==> config.mk <==
export PLATFORM = sky130hd
export DESIGN_NAME = button_debounce_event_coder
export DESIGN_NICKNAME = d
export VERILOG_FILES = /design/src/hw/rtl/bde_pkg.sv /design/src/hw/rtl/bde_debounce_unit.sv /design/src/hw/rtl/bde_event_scan.sv /design/src/hw/rtl/button_debounce_event_coder.sv
export SDC_FILE = /design/constraint.sdc
export NUM_CORES = 1
export LEC_CHECK = 0
export BUFFER_PORTS_ARGS = -buffer_cell sky130_fd_sc_hd__buf_2
export CORE_MARGIN = 2
export CORE_UTILIZATION = 25
export DETAILED_ROUTE_END_ITERATION = 6
export GPL_ROUTABILITY_DRIVEN = 0
export SLEW_MARGIN = 5
export SYNTH_ARGS = -nofsm -noshare
export SYNTH_HDL_FRONTEND = slang
export SYNTH_SLANG_ARGS = --single-unit
==> constraint.sdc <==
create_clock -name clk_i -period 16.7 [get_ports clk_i]
set_clock_uncertainty 0.2 [all_clocks]
set_input_delay 3.34 -clock clk_i [delete_from_list [all_inputs] [get_ports clk_i]]
set_output_delay 3.34 -clock clk_i [all_outputs]
set_load 0.1 [all_outputs]
==> src/hw/rtl/bde_pkg.sv <==
// Shared types, constants and helper functions for the button debounce event coder.
package bde_pkg;

  localparam int unsigned PortCount  = 3;
  localparam int unsigned PortWidth  = 16;
  localparam int unsigned CountWidth = 8;
  localparam int unsigned ButtonCount = 32;
  localparam int unsigned ButtonIdxWidth = $clog2(ButtonCount);
  localparam int unsigned PortIdxWidth = $clog2(PortCount);
  localparam int unsigned CfgIdxWidth = 3;

  localparam logic [7:0] CodeHigh = 8'h80;
  localparam logic [7:0] CodeLow  = 8'h40;
  localparam logic [CountWidth-1:0] SettleReset = 8'd20;
  localparam logic [PortWidth-1:0] MaskReset = 16'hFFFF;
  localparam logic [ButtonCount-1:0] PackedReset = 32'hFFFF_FFFF;

  localparam logic [CfgIdxWidth-1:0] CfgMaskA  = 3'd0;
  localparam logic [CfgIdxWidth-1:0] CfgMaskB  = 3'd1;
  localparam logic [CfgIdxWidth-1:0] CfgMaskC  = 3'd2;
  localparam logic [CfgIdxWidth-1:0] CfgSettle = 3'd3;

  typedef enum logic [1:0] {
    StIdle,
    StDebounce,
    StPack,
    StScan
  } seq_state_e;

  typedef struct packed {
    logic [PortWidth-1:0]  last_sample;
    logic                  waiting;
    logic [CountWidth-1:0] counter;
  } port_state_t;

  typedef struct packed {
    port_state_t           state;
    logic                  taken;
    logic [PortWidth-1:0]  sample;
  } deb_result_t;

  typedef struct packed {
    logic                   start;
    logic [ButtonCount-1:0] diff;
    logic [ButtonCount-1:0] now;
  } scan_cmd_t;

  function automatic logic [4:0] btn_code_lookup(input logic [ButtonIdxWidth-1:0] idx);
    logic [4:0] code;
    case (idx)
      5'd0:  code = 5'd29;
      5'd1:  code = 5'd27;
      5'd2:  code = 5'd26;
      5'd3:  code = 5'd25;
      5'd4:  code = 5'd5;
      5'd5:  code = 5'd6;
      5'd6:  code = 5'd30;
      5'd7:  code = 5'd14;
      5'd8:  code = 5'd22;
      5'd9:  code = 5'd10;
      5'd10: code = 5'd13;
      5'd11: code = 5'd4;
      5'd12: code = 5'd19;
      5'd13: code = 5'd2;
      5'd14: code = 5'd7;
      5'd15: code = 5'd11;
      5'd16: code = 5'd1;
      5'd17: code = 5'd31;
      5'd18: code = 5'd15;
      5'd19: code = 5'd20;
      5'd20: code = 5'd18;
      5'd21: code = 5'd17;
      5'd22: code = 5'd12;
      5'd23: code = 5'd0;
      5'd24: code = 5'd21;
      5'd25: code = 5'd3;
      5'd26: code = 5'd8;
      5'd27: code = 5'd9;
      5'd28: code = 5'd16;
      5'd29: code = 5'd28;
      5'd30: code = 5'd24;
      5'd31: code = 5'd23;
      default: code = 5'd0;
    endcase
    return code;
  endfunction

  function automatic logic [ButtonCount-1:0] pack_buttons(
    input logic [PortWidth-1:0] a,
    input logic [PortWidth-1:0] b,
    input logic [PortWidth-1:0] c
  );
    logic [ButtonCount-1:0] v;
    v = {c[15:13], c[9:6], b[15:4], b[1:0], a[12:11], a[8:0]};
    return v;
  endfunction

endpackage

==> src/hw/rtl/bde_debounce_unit.sv <==
// Shared debounce step applied to one port per cycle.
module bde_debounce_unit (
  input  bde_pkg::port_state_t          cur_i,
  input  logic [bde_pkg::PortWidth-1:0]  raw_i,
  input  logic [bde_pkg::PortWidth-1:0]  mask_i,
  input  logic [bde_pkg::CountWidth-1:0] settle_i,
  output bde_pkg::deb_result_t          res_o
);
  import bde_pkg::*;

  logic [PortWidth-1:0] sample;

  always_comb begin
    sample = raw_i & mask_i;
    res_o = '0;
    res_o.sample = sample;
    res_o.state.last_sample = sample;
    res_o.state.waiting = cur_i.waiting;
    res_o.state.counter = cur_i.counter;
    res_o.taken = 1'b0;
    if (sample != cur_i.last_sample) begin
      if (cur_i.waiting) begin
        res_o.state.counter = '0;
      end else begin
        res_o.state.waiting = 1'b1;
      end
    end else if (cur_i.waiting) begin
      res_o.state.counter = cur_i.counter + 1'b1;
      if (cur_i.counter == settle_i) begin
        res_o.state.waiting = 1'b0;
        res_o.state.counter = '0;
        res_o.taken = 1'b1;
      end
    end
  end

endmodule

==> src/hw/rtl/bde_event_scan.sv <==
// Bit scanner that turns a change mask into a stream of event items.
module bde_event_scan (
  input  logic                   clk_i,
  input  logic                   rst_ni,
  input  bde_pkg::scan_cmd_t     cmd_i,
  output logic                   busy_o,
  output logic                   out_valid_o,
  input  logic                   out_ready_i,
  output logic [7:0]             event_code_o,
  output logic                   last_event_o
);
  import bde_pkg::*;

  logic [ButtonCount-1:0]    diff_q, diff_d;
  logic [ButtonCount-1:0]    now_q, now_d;
  logic [ButtonIdxWidth-1:0] idx_q, idx_d;
  logic                      valid_q, valid_d;
  logic [7:0]                code_q, code_d;
  logic                      last_q, last_d;
  logic                      slot_free;
  logic [ButtonCount-1:0]    rest;

  always_comb begin
    slot_free = !valid_q || out_ready_i;
    rest = diff_q;
    rest[idx_q] = 1'b0;
    diff_d = diff_q;
    now_d = now_q;
    idx_d = idx_q;
    valid_d = valid_q && !out_ready_i;
    code_d = code_q;
    last_d = last_q;
    if (cmd_i.start) begin
      diff_d = cmd_i.diff;
      now_d = cmd_i.now;
      idx_d = '0;
    end else if (diff_q != '0) begin
      if (!diff_q[idx_q]) begin
        idx_d = idx_q + 1'b1;
      end else if (slot_free) begin
        valid_d = 1'b1;
        code_d = (now_q[idx_q] ? CodeHigh : CodeLow) | {3'b000, btn_code_lookup(idx_q)};
        last_d = (rest == '0);
        diff_d = rest;
        idx_d = idx_q + 1'b1;
      end
    end
  end

  always_ff @(posedge clk_i or negedge rst_ni) begin
    if (!rst_ni) begin
      diff_q <= '0;
      idx_q <= '0;
      valid_q <= 1'b0;
    end else begin
      diff_q <= diff_d;
      idx_q <= idx_d;
      valid_q <= valid_d;
    end
  end

  always_ff @(posedge clk_i) begin
    now_q <= now_d;
    code_q <= code_d;
    last_q <= last_d;
  end

  assign busy_o = (diff_q != '0);
  assign out_valid_o = valid_q;
  assign event_code_o = code_q;
  assign last_event_o = last_q;

endmodule

==> src/hw/rtl/button_debounce_event_coder.sv <==
// Top level of the button debounce event coder: sequencer, port state and configuration.
// Flow: an accepted item is debounced port by port, then packed if any port settled; if the packed
// buttons changed, the scanner walks the button bits in order up to the last changed bit and
// emits one event per changed bit, waiting while the output stalls. A new item is accepted only
// while the sequencer is idle and the scanner is not busy.
// Reset: masks and samples return to all ones, settle count to 20, counters clear.
module button_debounce_event_coder (
  input  logic                             clk_i,
  input  logic                             rst_ni,
  input  logic                             in_valid_i,
  output logic                             in_ready_o,
  input  logic [bde_pkg::PortWidth-1:0]    raw_port_a_i,
  input  logic [bde_pkg::PortWidth-1:0]    raw_port_b_i,
  input  logic [bde_pkg::PortWidth-1:0]    raw_port_c_i,
  output logic                             out_valid_o,
  input  logic                             out_ready_i,
  output logic [7:0]                       event_code_o,
  output logic                             last_event_o,
  input  logic                             cfg_valid_i,
  output logic                             cfg_ready_o,
  input  logic [bde_pkg::CfgIdxWidth-1:0]  cfg_index_i,
  input  logic [bde_pkg::PortWidth-1:0]    cfg_data_i
);
  import bde_pkg::*;

  seq_state_e state_q, state_d;
  logic [PortIdxWidth-1:0] port_q, port_d;
  logic any_q, any_d;
  logic [PortWidth-1:0] raw_q [PortCount];
  logic [PortWidth-1:0] mask_q [PortCount];
  logic [CountWidth-1:0] settle_q;
  port_state_t pst_q [PortCount];
  logic [PortWidth-1:0] stable_q [PortCount];
  logic [ButtonCount-1:0] packed_q;
  logic [ButtonCount-1:0] now_w;
  deb_result_t deb_res;
  scan_cmd_t scan_cmd;
  logic scan_busy;
  logic in_acc;
  logic last_port;

  assign in_acc = in_valid_i && in_ready_o;
  assign cfg_ready_o = 1'b1;
  assign last_port = (port_q == PortIdxWidth'(PortCount - 1));
  assign now_w = pack_buttons(stable_q[0], stable_q[1], stable_q[2]);

  bde_debounce_unit u_deb (
    .cur_i    (pst_q[port_q]),
    .raw_i    (raw_q[port_q]),
    .mask_i   (mask_q[port_q]),
    .settle_i (settle_q),
    .res_o    (deb_res)
  );

  always_comb begin
    state_d = state_q;
    port_d = port_q;
    any_d = any_q;
    case (state_q)
      StIdle: begin
        if (in_acc) begin
          state_d = StDebounce;
          port_d = '0;
          any_d = 1'b0;
        end
      end
      StDebounce: begin
        any_d = any_q || deb_res.taken;
        port_d = last_port ? '0 : port_q + 1'b1;
        if (last_port) begin
          state_d = (any_q || deb_res.taken) ? StPack : StIdle;
        end
      end
      StPack: begin
        state_d = ((now_w ^ packed_q) != '0) ? StScan : StIdle;
      end
      StScan: begin
        if (!scan_busy) begin
          state_d = StIdle;
        end
      end
      default: state_d = StIdle;
    endcase
  end

  always_comb begin
    in_ready_o = (state_q == StIdle) && !scan_busy;
    scan_cmd.start = (state_q == StPack) && ((now_w ^ packed_q) != '0);
    scan_cmd.diff = now_w ^ packed_q;
    scan_cmd.now = now_w;
  end

  always_ff @(posedge clk_i or negedge rst_ni) begin
    if (!rst_ni) begin
      state_q <= StIdle;
      port_q <= '0;
      any_q <= 1'b0;
      settle_q <= SettleReset;
      packed_q <= PackedReset;
      for (int p = 0; p < PortCount; p++) begin
        mask_q[p] <= MaskReset;
        pst_q[p] <= '{last_sample: MaskReset, waiting: 1'b0, counter: '0};
        stable_q[p] <= MaskReset;
      end
    end else begin
      state_q <= state_d;
      port_q <= port_d;
      any_q <= any_d;
      if (cfg_valid_i) begin
        case (cfg_index_i)
          CfgMaskA:  mask_q[0] <= cfg_data_i;
          CfgMaskB:  mask_q[1] <= cfg_data_i;
          CfgMaskC:  mask_q[2] <= cfg_data_i;
          CfgSettle: settle_q <= cfg_data_i[CountWidth-1:0];
          default: ;
        endcase
      end
      if (state_q == StDebounce) begin
        pst_q[port_q] <= deb_res.state;
        if (deb_res.taken) begin
          stable_q[port_q] <= deb_res.sample;
        end
      end
      if (state_q == StPack) begin
        packed_q <= now_w;
      end
    end
  end

  always_ff @(posedge clk_i) begin
    if (in_acc) begin
      raw_q[0] <= raw_port_a_i;
      raw_q[1] <= raw_port_b_i;
      raw_q[2] <= raw_port_c_i;
    end
  end

  bde_event_scan u_scan (
    .clk_i        (clk_i),
    .rst_ni       (rst_ni),
    .cmd_i        (scan_cmd),
    .busy_o       (scan_busy),
    .out_valid_o  (out_valid_o),
    .out_ready_i  (out_ready_i),
    .event_code_o (event_code_o),
    .last_event_o (last_event_o)
  );

  a_port_range: assert property (@(posedge clk_i) disable iff (!rst_ni)
    port_q <= PortIdxWidth'(PortCount - 1))
    else $error("port index out of range");

  a_accept_starts: assert property (@(posedge clk_i) disable iff (!rst_ni)
    in_acc |=> (state_q == StDebounce) && (port_q == '0))
    else $error("accepted item did not start debouncing at port zero");

  a_pack_follows: assert property (@(posedge clk_i) disable iff (!rst_ni)
    (state_q == StPack) |-> ($past(state_q) == StDebounce))
    else $error("pack step without preceding debounce");

  a_no_scan_overlap: assert property (@(posedge clk_i) disable iff (!rst_ni)
    scan_cmd.start |-> !scan_busy)
    else $error("scanner restarted while busy");

endmodule

==> results of run 1 <==
## layer usage
metal  wire, microns  up-vias  share of wire  global-route usage
met5               0        -              0                   0
met4             933        0          0.025              0.0384
li1                -     4768              -                   -
met3            2110       77          0.056              0.0230
met1           17600     5190           0.47               0.166
met2           16900      313           0.45               0.178
## power by group
group | switching [mW] | leakage (nW) | internal, mW
combinational | 0.342 | 2.48 | 0.191
clock | 0.328 | 0.599 | 0.489
sequential | 0.101 | 3.35 | 0.939
## worst reg2reg max path, delay by kind of cell, from the launching register on
family,cells,cell delay [ps]
DFF,1,340
muxes,1,450
AOI/OAI and AO/OA,1,460
and+or+nand+nor,4,2280
buffers and inverters,1,720
xor gates and xnor gates,1,290
## worst max-delay path by stage
stage / cells past startpoint / slack, ps / to
after floorplan: 2 / 9290 / raw_q[0][0]$_DFFE_PP_
after global placement: 3 / 10770 / settle_q[1]$_DFFE_PN0P_
after detailed placement: 3 / 10700 / settle_q[0]$_DFFE_PN0P_
after CTS: 5 / 10490 / in_ready_o
after global routing: 5 / 10340 / in_ready_o
final: 5 / 10480 / in_ready_o
## final cells by class
class / instances / share of cell area
flip-flops and latches: 326 / 0.491
multi-input cells: 832 / 0.352
clock buffers: 48 / 0.0557
well taps: 790 / 0.0552
repair buffers: 99 / 0.0307
clock inverters: 20 / 0.0129
inverters: 11 / 0.00230
## flip-flops by register name (all words and copies together), names as in the netlist, 2 cells and up
register,count
now_w,32
packed_q,32
u_scan.diff_q,32
u_scan.idx_q,5
pst_q,75
raw_q,48
u_scan.event_code_o,7
settle_q,8
mask_q,48
port_q,2
u_scan.now_q,32
state_q,2
## synthesized netlist by cell type, drive strengths merged, types with 36 or more instances
library cell | number | area, sq um
o211ai | 45 | 338
mux2i | 36 | 360
nand2 | 66 | 248
mux2 | 119 | 1400
xnor2 | 48 | 420
dfstp | 162 | 4260
dfrtp | 76 | 1900
edfxtp | 88 | 2640
nor2 | 103 | 387
a21oi | 84 | 420
clkbuf | 46 | 173
o21ai | 59 | 295
## logic make-up (layout without fill, tap and decap cells)
kind of cell,Yosys count,after routing,synth area share
other cells,2,2,0.000485
flops,326,326,0.568
fa+ha+maj,7,7,0.00566
xor+xnor,53,53,0.0300
compound gates,270,270,0.113
simple gates,328,328,0.114
buf+inv,90,178,0.0296
mux,172,172,0.139
## stage by stage
stage | instance area (sq um) | std cells
5_1_grt | 17900 | 2126
3_3_place_gp | 16700 | 2058
6_report | 17900 | 2126
3_5_place_dp | 16700 | 2058
2_1_floorplan | 15500 | 1248
4_1_cts | 17900 | 2126
==> impl_metrics.tcl, run 1 <==
set metrics [dict create \
    status "finished clean" \
    slew_violations 0 \
    syn-num-nets 1327 \
    rsz0062_at_grt "no" \
    grt_max_degree 90 \
    clock_latency_ps 540 \
    max_stage_delay_ps 570 \
    crit_arrival_ps 2680 \
    critical-path-top-delay-family "simple AND/OR/NAND/NOR gates" \
    antenna_cells 0 \
    syn-cell-area_sq_um 15500 \
    drv_cap 0 \
    io_buffer_count 81 \
    ys_ff_latch 326 \
    synthDistinctLibCells 61 \
    min_period_ps 6220 \
    min_to "pst_q[60]$_DFFE_PN1P_" \
    ant_nets 0 \
    worst_ir_drop_vdd_mv 0.117 \
    timing.final.ws_setup_ps 10480 \
    post-route-period-util 0.373 \
    tightest_slew_ps 1200 \
    core_area_sq_um 61500 \
    setup_violations 0 \
    relSlewSlack 0.197 \
    critPathLaunchType "flip-flop" \
    syn_inst 1248 \
    wl_per_cell_microns 17.6 \
    start_util 0.252 \
    seq_area_frac_synth 0.568 \
    cts_root_buf "clkbuf_16" \
    synth_warnings 0 \
    drc_errors 0 \
    fillers 6228 \
    grt_pass1_vias 10400 \
    p_leak_nw 6.43 \
    cp_cell_sequence "or4_1, nor4_1, buf_4, nor3b_1, buf_2" \
    whs_ps 301 \
    regArea_sq_um 8800 \
    whs_path_depth 2 \
    r2r_cells 8 \
    crit_type "flip-flop to output pin" \
    min_from "pst_q[60]$_DFFE_PN1P_" \
    layout_commonest_cell "dfstp_2" \
    synth_ff_type "dfstp_2" \
    crit_start "u_scan.diff_q[22]$_DFFE_PN0P_" \
    slowest_stage "or4_1" \
    hpwl_microns 25100 \
    ff2ff_setup_slack_ps 11880 \
    std_cell_rows 91 \
    cts_tree "done" \
    dr.pass1.iters 6 \
    postCtsHoldBufs 0 \
    area_growth_pct 15.7 \
    antenna_found_initial 0 \
    via_count 10300 \
    die_w_microns 253 \
    grt_pass1_wl_microns 59600 \
    avgSynthCellArea_sq_um 12.4 \
    cp.required_ps 13160 \
    powerDensity_nw_per_um2 133 \
    fin_nets 1386 \
    cp_max_fo 5 \
    cts_resized 0 \
    die_area_sq_um 63900 \
    numClockSinks 326 \
    finalPower_mw 2.39 \
    setup_tns_ps 0 \
    io_pins 84 \
    multi_input_area_sq_um 6300 \
    overflow 0 \
    numCtsBuffers 37 \
    r2r_start "port_q[1]$_DFFE_PN0P_" \
    routed_wl_microns 37500 \
    drive_gt1_frac 0.356 \
    hold_class "flip-flop to flip-flop" \
    synthArstFlopShare 0.730 \
    end_kind "output pin" \
    synth_edf_count 88 \
    clk_pin_slew_ps 60 \
    mostFrequentLayoutCells "162 x dfstp_2, 102 x mux2_2, 100 x nor2_1, 88 x edfxtp_1, 84 x a21oi_1" \
    drtIter0Drc 808 \
    finalHoldViolations 0 \
    die_y_microns 253 \
    fin_util 0.291 \
    cts_buffer_depth 3 \
    vias_per_cell 4.87 \
    htree_levels 2 \
    max_freq_mhz 161 \
    cp_num_buf_inv 2 \
    regToRegEndpoint "now_w[8]$_DFFE_PN1P_" \
    track_usage 0.117 \
    place_ws_ps 10700 \
    post-cts-setup-buffers 0 \
]
(Power assumes the default switching activity.)
==> run 2, diff against run 1 <==
Clock period 16.7 ns to 5.3 ns, I/O delays scaled along.
==> run 2 against run 1 <==
Net effect:
- sequential cell count did not move
- wire length rose by 0.15%
- cell count increased by 0.19%
- setup slack lost 9400 ps
- via count is 0.88% lower
- total power rose to 3.1 times the previous value
- register-to-register slack worse by 11000 ps
- non-clock buffer count increased by 4
- die area did not move
- hold slack improved by 2.5 ps
- critical endpoint unchanged
==> impl_metrics.tcl, run 2 (synthesis results as in run 1) <==
set metrics [dict create \
    ant_nets 0 \
    crit_arrival_ps 2920 \
    slew_violations 0 \
    max_stage_delay_ps 580 \
    drive_gt1_frac 0.355 \
    grt_pass1_wl_microns 60000 \
    place_ws_ps 1370 \
    drv_cap 0 \
    mostFrequentLayoutCells "162 x dfstp_2, 102 x mux2_2, 100 x nor2_1, 88 x edfxtp_1, 84 x a21oi_1" \
    drtIter0Drc 700 \
    dr.pass1.iters 5 \
    hpwl_microns 25600 \
    antenna_found_initial 0 \
    regArea_sq_um 8800 \
    crit_type "flip-flop to output pin" \
    setup_tns_ps 0 \
    finalHoldViolations 0 \
    r2r_cells 8 \
    whs_ps 304 \
    cp_num_buf_inv 2 \
    area_growth_pct 15.7 \
    grt_max_degree 106 \
    cp.depth 5 \
    fin_nets 1390 \
    drc_errors 0 \
    fin_area_sq_um 17900 \
    antenna_cells 0 \
    htree_levels 2 \
    p_leak_nw 6.43 \
    numCtsBuffers 37 \
    io_pins 84 \
    status "finished clean" \
    regToRegEndpoint "now_w[6]$_DFFE_PN1P_" \
    io_buffer_count 81 \
    overflow 0 \
    whs_path_depth 2 \
    grt_pass1_vias 10300 \
    vias_per_cell 4.82 \
    die_w_microns 253 \
    core_area_sq_um 61500 \
    postCtsHoldBufs 0 \
    largest_reg_flops 75 \
    cts_root_buf "clkbuf_16" \
    cts_buffer_depth 3 \
    timing.final.ws_setup_ps 1120 \
    fin_util 0.291 \
    setup_violations 0 \
    multi_input_area_sq_um 6310 \
    rsz0062_at_grt "no" \
    cp_cell_sequence "or4_1, nor4_1, buf_4, nor3b_1, buf_2" \
    post-route-period-util 0.788 \
    numClockSinks 326 \
    relSlewSlack 0.218 \
    track_usage 0.119 \
    top_register "pst_q" \
    post-cts-setup-buffers 0 \
    cp.required_ps 4040 \
    via_count 10300 \
    layout_commonest_cell "dfstp_2" \
    fillers 6255 \
    crit_start "u_scan.diff_q[22]$_DFFE_PN0P_" \
    clk_pin_slew_ps 60 \
    critPathLaunchType "flip-flop" \
    worst_ir_drop_vdd_mv 0.237 \
    largestRegisters "pst_q x75, mask_q x48, raw_q x48" \
    wl_per_cell_microns 17.6 \
    die_y_microns 253 \
    clock_latency_ps 560 \
    end_kind "output pin" \
    routed_wl_microns 37600 \
    cts_resized 0 \
    cp-endpoint "in_ready_o" \
    tightest_slew_ps 1160 \
    r2r_start "port_q[0]$_DFFE_PN0P_" \
    hold_class "flip-flop to flip-flop" \
    start_util 0.252 \
    slowest_stage "or4_1" \
    std_cell_rows 91 \
    critical-path-top-delay-family "simple AND/OR/NAND/NOR gates" \
    cp_max_fo 5 \
    post_dp_cell_area_sq_um 16700 \
    ff2ff_setup_slack_ps 1360 \
    die_area_sq_um 63900 \
    cts_tree "done" \
    min_from "pst_q[68]$_DFFE_PN1P_" \
    max_freq_mhz 239 \
    powerDensity_nw_per_um2 416 \
    min_period_ps 4180 \
]
==> run 2: cell types whose count changed in the layout (fill, tap and decap cells not counted), sizes merged <==
cell    change
buf         +4
clkbuf      +9
bufinv      -2
clkinv      -7
==> run 2: cell type report <==
class	instances	area share
clock buffer	57	0.0587
inverter	11	0.00230
timing repair buffer	103	0.0331
tap	790	0.0552
clock inverter	11	0.00747
sequential	326	0.491
multi-input combinational	832	0.352
==> run 2: routing by layer <==
layer / vias to the layer above / track usage / routed length (microns)
met5: - / 0 / 0
li1: 4762 / - / -
met1: 5167 / 0.168 / 17700
met3: 59 / 0.0233 / 2000
met4: 0 / 0.0328 / 694
met2: 269 / 0.183 / 17200
==> run 2: worst min-delay path: cells and delay by family, from the launching register on <==
family | cells | cell delay, ps
and+or+nand+nor | 1 | 90
AOI/OAI and AO/OA | 1 | 50
DFF | 1 | 360
==> run 2: stage by stage <==
stage                     cells  total power [mW]
after global routing       2130              7.83
after CTS                  2130              7.51
after global placement     2062              4.93
after detailed placement   2062              4.96
final                      2130              7.46
after floorplan            1248              4.48
==> run 2: worst min-delay path by stage <==
stage / endpoint
after detailed placement: pst_q[24]$_DFFE_PN1P_
after global placement: any_q$_DFFE_PN0P_
after global routing: pst_q[69]$_DFFE_PN1P_
after CTS: pst_q[12]$_DFFE_PN1P_
after floorplan: any_q$_DFFE_PN0P_
final: pst_q[68]$_DFFE_PN1P_
==> run 2: power by group <==
group,leakage (nW),switching [mW],internal (mW),total [mW]
Clock,0.576,1.03,1.48,2.51
Combinational,2.51,1.02,0.600,1.62
Sequential,3.35,0.369,2.96,3.33
Total,6.43,2.42,5.04,7.46
